<file path="config.mk">
export PLATFORM = sky130hd
export DESIGN_NAME = periodic_event_flag_timers_core
export DESIGN_NICKNAME = d
export VERILOG_FILES = /design/src/peft_pkg.sv /design/src/peft_tick_unit.sv /design/src/periodic_event_flag_timers_core.sv
export SDC_FILE = /design/constraint.sdc
export NUM_CORES = 1
export LEC_CHECK = 0
export BUFFER_PORTS_ARGS = -buffer_cell sky130_fd_sc_hd__buf_2
export CAP_MARGIN = 15
export CORE_MARGIN = 8
export CORE_UTILIZATION = 50
export DETAILED_ROUTE_END_ITERATION = 10
export PLACE_DENSITY = 0.74
export SLEW_MARGIN = 40
export SYNTH_ARGS = -nofsm -noshare
export SYNTH_HDL_FRONTEND = slang
export SYNTH_SLANG_ARGS = --single-unit
export TNS_END_PERCENT = 20
</file>
<file path="constraint.sdc">
create_clock -name i_clk -period 12.05 [get_ports i_clk]
set_input_delay 1.8075 -clock i_clk [delete_from_list [all_inputs] [get_ports i_clk]]
set_output_delay 1.8075 -clock i_clk [all_outputs]
set_load 0.05 [all_outputs]
</file>
<file path="src/peft_pkg.sv">
package peft_pkg;

    localparam int BANK_SIZE  = 4;
    localparam int STEP_W     = 8;
    localparam int PERIOD_W   = 16;
    localparam int ELAPSED_W  = 17;
    localparam int OPCODE_W   = 3;
    localparam int IDX_W      = 2;
    localparam int CFG_IDX_W  = 3;
    localparam int CFG_DATA_W = 16;

    localparam logic [STEP_W-1:0]   STEP_RESET   = 8'd1;
    localparam logic [PERIOD_W-1:0] PERIOD_RESET = 16'd1000;

    typedef enum logic [OPCODE_W-1:0] {
        OP_TICK       = 3'd0,
        OP_SET_FLAG   = 3'd1,
        OP_CLEAR_FLAG = 3'd2,
        OP_READ_FLAG  = 3'd3,
        OP_TEST_CLEAR = 3'd4
    } t_opcode;

    typedef enum logic [CFG_IDX_W-1:0] {
        CFG_TICK_STEP = 3'd0,
        CFG_PERIOD_0  = 3'd1,
        CFG_PERIOD_1  = 3'd2,
        CFG_PERIOD_2  = 3'd3,
        CFG_PERIOD_3  = 3'd4
    } t_cfg_idx;

    // result of one pass through the shared add/compare unit
    typedef struct packed {
        logic                 fire;
        logic [ELAPSED_W-1:0] elapsed;
    } t_tick_res;

endpackage

</file>
<file path="src/peft_tick_unit.sv">
module peft_tick_unit (
    input  logic [16:0]         i_elapsed,
    input  logic [7:0]          i_step,
    input  logic [15:0]         i_period,
    output peft_pkg::t_tick_res o_res
);
    import peft_pkg::*;

    logic [ELAPSED_W-1:0] sum;

    // elapsed stays below 65535 + 255, so the 17-bit sum never wraps
    assign sum = i_elapsed + ELAPSED_W'(i_step);

    always_comb begin
        o_res.fire    = (sum >= ELAPSED_W'(i_period));
        o_res.elapsed = o_res.fire ? '0 : sum;
    end

endmodule

</file>
<file path="src/periodic_event_flag_timers_core.sv">
// Flag operations (set, clear, read, test-and-clear): result goes into the result register on transfer.
// Tick: in state S_TICK one timer per cycle goes through the single shared add/compare unit,
// then S_DONE loads the result register once the output is free.
// Throughput: one flag op per cycle unless the output stalls; no new op while a tick runs.
// Reset (synchronous, active low): counters and flags cleared, tick step 1, periods 1000.
module periodic_event_flag_timers_core #(
    parameter int NUM_TIMERS = 4
) (
    input  logic        i_clk,
    input  logic        i_rst_n,
    input  logic        i_valid,
    output logic        o_stall,
    input  logic [2:0]  i_opcode,
    input  logic [1:0]  i_timer_index,
    output logic        o_valid,
    input  logic        i_stall,
    output logic        o_flag_value,
    output logic [3:0]  o_fired_mask,
    input  logic        i_cfg_we,
    input  logic [2:0]  i_cfg_index,
    input  logic [15:0] i_cfg_data
);
    import peft_pkg::*;

    localparam int CNT_W = (NUM_TIMERS > 1) ? $clog2(NUM_TIMERS) : 1;
    localparam logic [CNT_W-1:0] CNT_LAST = CNT_W'(NUM_TIMERS - 1);

    typedef enum logic [2:0] {
        S_IDLE = 3'b001,
        S_TICK = 3'b010,
        S_DONE = 3'b100
    } t_state;

    t_state r_state, n_state;
    logic [CNT_W-1:0] r_cnt, n_cnt;

    logic [STEP_W-1:0]    r_step;
    logic [PERIOD_W-1:0]  r_period [BANK_SIZE];
    logic [ELAPSED_W-1:0] r_elapsed [NUM_TIMERS];
    logic [BANK_SIZE-1:0] r_flag, n_flag;
    logic [BANK_SIZE-1:0] r_fired, n_fired;

    logic                 r_out_valid, n_out_valid;
    logic                 r_out_flag, n_out_flag;
    logic [BANK_SIZE-1:0] r_out_fired, n_out_fired;

    logic      in_xfer;
    logic      out_free;
    logic      idx_ok;
    t_tick_res tick_res;

    assign out_free = !r_out_valid || !i_stall;
    assign o_stall  = (r_state != S_IDLE) || !out_free;
    assign in_xfer  = i_valid && !o_stall;
    assign idx_ok   = (int'(i_timer_index) < NUM_TIMERS);

    assign o_valid      = r_out_valid;
    assign o_flag_value = r_out_flag;
    assign o_fired_mask = r_out_fired;

    peft_tick_unit u_tick (
        .i_elapsed (r_elapsed[r_cnt]),
        .i_step    (r_step),
        .i_period  (r_period[IDX_W'(r_cnt)]),
        .o_res     (tick_res)
    );

    always_comb begin
        n_state     = r_state;
        n_cnt       = r_cnt;
        n_flag      = r_flag;
        n_fired     = r_fired;
        n_out_valid = r_out_valid && i_stall;
        n_out_flag  = r_out_flag;
        n_out_fired = r_out_fired;
        unique case (r_state)
            S_IDLE: begin
                if (in_xfer) begin
                    n_out_flag  = 1'b0;
                    n_out_fired = '0;
                    unique case (t_opcode'(i_opcode))
                        OP_TICK: begin
                            n_state = S_TICK;
                            n_cnt   = '0;
                            n_fired = '0;
                        end
                        OP_SET_FLAG: begin
                            if (idx_ok) n_flag[i_timer_index] = 1'b1;
                        end
                        OP_CLEAR_FLAG: begin
                            if (idx_ok) n_flag[i_timer_index] = 1'b0;
                        end
                        OP_READ_FLAG: begin
                            if (idx_ok) n_out_flag = r_flag[i_timer_index];
                        end
                        OP_TEST_CLEAR: begin
                            if (idx_ok) begin
                                n_out_flag             = r_flag[i_timer_index];
                                n_flag[i_timer_index] = 1'b0;
                            end
                        end
                        default: begin
                        end
                    endcase
                    // ticks report from S_DONE
                    n_out_valid = (t_opcode'(i_opcode) != OP_TICK);
                end
            end
            S_TICK: begin
                if (tick_res.fire) begin
                    n_flag[IDX_W'(r_cnt)]  = 1'b1;
                    n_fired[IDX_W'(r_cnt)] = 1'b1;
                end
                if (r_cnt == CNT_LAST) begin
                    n_state = S_DONE;
                end else begin
                    n_cnt = r_cnt + 1'b1;
                end
            end
            S_DONE: begin
                if (out_free) begin
                    n_out_valid = 1'b1;
                    n_out_flag  = 1'b0;
                    n_out_fired = r_fired;
                    n_state     = S_IDLE;
                end
            end
            default: begin
                n_state = S_IDLE;
            end
        endcase
    end

    always_ff @(posedge i_clk) begin
        if (!i_rst_n) begin
            r_state     <= S_IDLE;
            r_cnt       <= '0;
            r_flag      <= '0;
            r_fired     <= '0;
            r_out_valid <= 1'b0;
        end else begin
            r_state     <= n_state;
            r_cnt       <= n_cnt;
            r_flag      <= n_flag;
            r_fired     <= n_fired;
            r_out_valid <= n_out_valid;
        end
        r_out_flag  <= n_out_flag;
        r_out_fired <= n_out_fired;
    end

    always_ff @(posedge i_clk) begin
        if (!i_rst_n) begin
            for (int i = 0; i < NUM_TIMERS; i++) begin
                r_elapsed[i] <= '0;
            end
        end else if (r_state == S_TICK) begin
            r_elapsed[r_cnt] <= tick_res.elapsed;
        end
    end

    always_ff @(posedge i_clk) begin
        if (!i_rst_n) begin
            r_step <= STEP_RESET;
            for (int i = 0; i < BANK_SIZE; i++) begin
                r_period[i] <= PERIOD_RESET;
            end
        end else if (i_cfg_we) begin
            unique case (i_cfg_index)
                CFG_TICK_STEP: r_step      <= i_cfg_data[STEP_W-1:0];
                CFG_PERIOD_0:  r_period[0] <= i_cfg_data;
                CFG_PERIOD_1:  r_period[1] <= i_cfg_data;
                CFG_PERIOD_2:  r_period[2] <= i_cfg_data;
                CFG_PERIOD_3:  r_period[3] <= i_cfg_data;
                default: begin
                end
            endcase
        end
    end

    a_tick_starts_walk: assert property (@(posedge i_clk) disable iff (!i_rst_n)
        in_xfer && (i_opcode == OP_TICK) |=> (r_state == S_TICK) && (r_cnt == '0))
        else $error("tick transfer did not start the timer walk");

    a_unused_flags_zero: assert property (@(posedge i_clk) disable iff (!i_rst_n)
        (r_flag >> NUM_TIMERS) == '0)
        else $error("flag set for a timer outside the bank");

    a_walk_ends_in_done: assert property (@(posedge i_clk) disable iff (!i_rst_n)
        (r_state == S_TICK) && (r_cnt == CNT_LAST) |=> (r_state == S_DONE))
        else $error("timer walk overran the bank");

    for (genvar g = 0; g < NUM_TIMERS; g++) begin : g_chk
        a_elapsed_bound: assert property (@(posedge i_clk) disable iff (!i_rst_n)
            r_elapsed[g] < ELAPSED_W'(17'd65535))
            else $error("elapsed counter kept a value at or past any period");
    end

endmodule

</file>
After elaboration in Yosys (flattened, before gate mapping)
Memory sizes are Yosys's and may differ from the RTL's. A register that Yosys moved wholly into a read port is not among the register bits.
Index checks and enable logic that the tools add are counted.
Widths: inputs -> output; s select.
{"block": "totals", "mem_count": 2, "mem_bits_rw": 132, "elab_cells": 135, "latch_bits": 0, "input_bits": 29, "romBits": 0, "output_inout_bits": 7, "ff_bits": 27}
{"block": "op_classes", "addsub": 2, "n_eq_ne": 20, "n_lt_le_gt_ge": 5, "n_mux": 65, "n_mul": 0, "reduce_logical": 24, "bitwise": 9, "n_shift": 0, "n_div": 0}
{"name": "r_elapsed", "depth": 4, "width": 17, "rd": 1, "rd_clocked_by_memory_dff": 1, "wr": 4, "line": "periodic_event_flag_timers_core.sv:39", "source": "logic [ELAPSED_W-1:0] r_elapsed [NUM_TIMERS];"}
{"name": "r_period", "depth": 4, "width": 16, "rd": 1, "rd_clocked_by_memory_dff": 1, "wr": 4, "line": "periodic_event_flag_timers_core.sv:38", "source": "logic [PERIOD_W-1:0] r_period [BANK_SIZE];"}
{"operator": "$mux 16", "count": 4}
{"operator": "$mux 17", "count": 2}
{"operator": "$pmux 4 s2", "count": 4}
{"operator": "$mux 1", "count": 29}
{"operator": "$mux 4", "count": 7}
{"operator": "$add 17x8->17", "count": 1}
{"operator": "$ge 17x16->1", "count": 1}
{"operator": "$reduce_or 17->1", "count": 1}
{"operator": "$mux 2", "count": 8}
{"operator": "$reduce_and 4->1", "count": 4}
{"operator": "$eq 3x2->1 const B", "count": 5}
{"operator": "$mux 3", "count": 4}
{"operator": "$or 4x4->4", "count": 3}
{"operator": "$ne 2x2->1 const B", "count": 5}
{"operator": "$eq 3x1->1 const B", "count": 3}
{"operator": "$eq 3x3->1 const B", "count": 3}
{"operator": "$pmux 3 s3", "count": 1}
{"operator": "$logic_not 3->1", "count": 2}
{"operator": "$lt 2x3->1 const B", "count": 2}
{"operator": "$and 4x4->4", "count": 1}
{"operator": "$demux 1 s2", "count": 2}
{"operator": "$ge 2x1->1 const B", "count": 2}
{"operator": "$logic_and 1x1->1", "count": 4}
{"operator": "$logic_not 1->1", "count": 4}
{"operator": "16 further kinds", "count": 23}

Logic depth before layout (Yosys ltp)
{"block": "depth", "word_depth": 10, "depth_mapped": 20}

Modules after synthesis
From an unflattened synthesis, not the netlist that was laid out.
{"block": "hier_totals", "cells_unflattened": 652, "hier_area_um2": 8359.3}
{"mod": "periodic_event_flag_timers_core", "n_inst": 1, "cells_per_inst": 486, "area_per_inst_um2": 7146.9}
{"mod": "peft_tick_unit", "n_inst": 1, "cells_per_inst": 166, "area_per_inst_um2": 1212.4}

Worst setup path after synthesis
Ideal clock, no wire load.
{"block": "synth_path", "path_type": "register -> register", "startpoint": "register (tool-made name)", "endpoint": "memory r_elapsed[2][15], data pin", "arrival_time_ns": 5.121, "setup_slack_ns": 6.789, "path_stages_with_launch": 21, "cell_sequence": "dfxtp_1 -> buf_6 -> buf_12 -> buf_1 -> mux4_2 -> ha_1 -> fa_1 -> a211oi_1 -> nor2_1 -> a221oi_2 -> nor2_1 -> xnor2_1 -> inv_1 -> ha_1 -> a21oi_1 -> o21a_1 -> a2bb2oi_1 -> a21boi_2 -> nand4_1 -> buf_4 -> a21oi_2"}
{"element": "to (decl)", "line": "periodic_event_flag_timers_core.sv:39"}

==> key figures <==
Run status
  – Outcome: completed

Floorplan
  – I/O Pins: 36
  – Rows: 46
  – DIE WIDTH: 143 um
  – Initial core utilization: 50.7%
  – Core ar.: 15800 um^2
  – Die area: 20300 um^2
  – DIE HEIGHT: 143 um

Power
  – Leakage: 3.36 nW
  – Sw Share: 23.1%
  – Reg power frac: 48.4%
  – Power Total: 0.00133 W
  – Sw Pwr: 0.000307 W
  – Combinational share of power: 9.6%
  – Power Internal: 0.00102 W
  – Peak VDD IR: 0.000104 V
  – P per Cell Area: 147 nW/um^2
  – Clk pwr share: 42.0%

Final layout
  – Area of the multi-input gates: 3220 um^2
  – P&R area growth vs syn: 13.1%
  – Antenna cells: 0
  – Layout cells sized above 1: 20.6%
  – FF/Latch Area: 4600 um^2
  – Leading cell type in the layout, fill and taps excluded: edfxtp_1
  – Final Net Count: 709
  – Most used cells in the layout excluding fill and tap cells: 137 x edfxtp_1, 56 x nor2_1, 40 x and2_1
  – # fillers: 1304

Min path
  – Worst Hold Class: reg -> reg
  – WHS Path Cells: 1

Route
  – ANT nets after route: 0
  – First drt pass iteration count: 5
  – # DRC: 0
  – Vias per cell: 5.75
  – Routed WL: 16800 um
  – DR iter-0 viols: 378
  – Vias: 5062
  – Wire per inst: 19.1 um

CTS
  – H-tree depth: 4
  – Post-CTS setup buffers: 0
  – Worst-path clk slew: 60 ps
  – Root buffer cell: clkbuf_16
  – CTS max path bufs: 2
  – CTS tree: yes
  – Resized cells post-CTS: 0
  – Hold Buf Count CTS: 0
  – Clk Latency, worst-skew pair: 430 ps
  – CTS Buf Count: 17
  – Clock sink count: 161

Yosys
  – Mapped Cells: 611
  – Cell accounting for the most synthesized area: edfxtp_1
  – Netlist cell types: 68
  – Seq/Total Area, Yosys: 57.4%
  – Yosys warns: 0
  – Number of synthesized flops with an enable pin: 137
  – Yosys top cell area share: 51.4%
  – Most used flip-flop cell after synthesis: edfxtp_1
  – Top post-synthesis cells by area: edfxtp_1 51%, mux4_2 8.7%, dfxtp_1 6.0%, ha_1 4.4%, and2_1 3.1%
  – #FFs+latches synth: 161
  – Async SR Flop Fraction: 0%
  – Avg Inst Size Synth: 13.1 um^2
  – Synth Cell Area: 8000 um^2

Setup path
  – Crit-path max FO: 17
  – Register-to-Register Path Depth: 17
  – Worst Path Arrival: 6530 ps
  – Crit path required time: 12300 ps
  – Crit end category: register
  – WS Path Type: reg -> reg
  – Startpoint Class: register

Timing
  – FMAX: 159 MHz
  – Clock Skew: 10.8 ps
  – Worst slew pin tran: 816 ps
  – Max Slew Vio Count: 0
  – Final setup fails: 0
  – Final hold violations: 0
  – Relative slew slack: 45.5%
  – Fin crit share: 52.2%
  – Post-layout min period: 6290 ps
  – RSZ-0062 raised after global routing: no
  – Setup TNS: 0 ps

Global route
  – Initial antenna violation count: 0
  – Gr ovfl total: 0
  – Vias in the first global route: 5144
  – Largest net degree at the start of global routing: 34
  – Overall Global Routing Usage: 17.5%
  – First-pass GRT wire length: 26900 um

Placement
  – Placer Congestion: 0.837
  – Port Buffers: 35
  – Post-detail-place hpwl: 11500 um

Run
  – Max-cap check violation count: 0
==> cell type report <==
class / instances / area share [%]
Tap cell: 216 / 2.99
Timing Repair Buffer: 42 / 2.60
Clock inverter: 15 / 2.13
Sequential cell: 161 / 50.8
Clock buffer: 17 / 4.70
Multi-Input combinational cell: 399 / 35.5
Inverter: 30 / 1.24
==> layer usage <==
metal / GRT usage [%] / up-vias / wire length [um]
li1: - / 2376 / -
met1: 22.0 / 2517 / 7190
met2: 29.0 / 147 / 8430
met3: 3.92 / 22 / 969
met4: 6.49 / 0 / 238
met5: 0 / - / 0
==> cells in the mapped netlist (all sizes together), types with 2 or more instances <==
cell	count
a21oi	37
nor3b	3
xnor2	5
a311oi	3
nor2	56
and2	40
nor3	13
clkbuf	9
a21o	7
mux4	34
a31oi	2
a21boi	2
a221oi	4
inv	30
a22o	4
o211a	4
or2	2
nand2b	10
and3	12
buf	15
nor2b	2
xor2	7
nand2	41
nand4	6
a211oi	3
or3	23
o21a	6
edfxtp	137
nor4	2
nand3	9
dfxtp	24
o21ai	15
ha	28
o31ai	3
or4	2
==> per-stage QoR <==
stage	hold WS [ps]	cell area (um^2)	std cells	setup WS, ps	util, %
6_report	485	9050	880	5760	57.4
3_3_place_gp	462	8360	844	5970	53.0
5_1_grt	511	9050	880	5260	57.4
2_1_floorplan	441	8010	614	6790	-
4_1_cts	486	9040	880	5770	57.3
3_5_place_dp	472	8420	848	5770	53.4
==> cells by family (layout without fill, tap and decap cells) <==
group / after synthesis / count (layout) / share of synthesized area, %
other: 1 / 4 / 0.0469
AOI/OAI and AO/OA: 96 / 96 / 8.24
DFF: 161 / 161 / 57.4
buffers and inverters: 54 / 104 / 3.46
adders and majority gates: 29 / 29 / 4.63
xor gates and xnor gates: 12 / 12 / 1.31
muxes: 34 / 34 / 9.71
and+or+nand+nor: 224 / 224 / 15.2
==> path summary, 6_finish.rpt <==
path / slack (ps) / endpoint / startpoint
setup / recovery: 5760 / r_elapsed[2][9] / register
hold / removal: 490 / r_fired[0] / r_fired[0]
setup reg to reg: 5760 / r_elapsed[2][9] / register
hold reg to reg: 490 / r_fired[0] / r_fired[0]
==> power by group through the flow <==
| stage | combinational (W) | sequential, W | clock, W |
|---|---|---|---|
| 2_1_floorplan | 0.0000815 | 0.000661 | 0 |
| 3_3_place_gp | 0.000121 | 0.000653 | 0 |
| 3_5_place_dp | 0.000127 | 0.000655 | 0 |
| 4_1_cts | 0.000128 | 0.000644 | 0.000564 |
| 5_1_grt | 0.000140 | 0.000646 | 0.000583 |
| 6_report | 0.000128 | 0.000643 | 0.000558 |
==> critical path, stage by stage, from the launching register on <==
cell       delay (ps)
dfxtp_2           720
buf_4             450
mux4_2            550
ha_1              240
fa_1              440
a211oi_1          260
nor2_1            110
a221oi_2          580
nor2_1            150
xnor2_1           360
inv_1              90
ha_1              330
a21oi_1           150
o21a_1            150
a2bb2oi_1         140
a21boi_2          360
nand4_1           660
a21oi_1           360
==> registers in the layout (all words and copies together) (netlist names), named ones only <==
name	flops
r_period	64
r_fired	4
o_valid	1
r_cnt	2
o_flag_value	1
r_state	3
o_fired_mask	4
r_step	8
r_elapsed	68
Power figures use the tool's default switching activity.
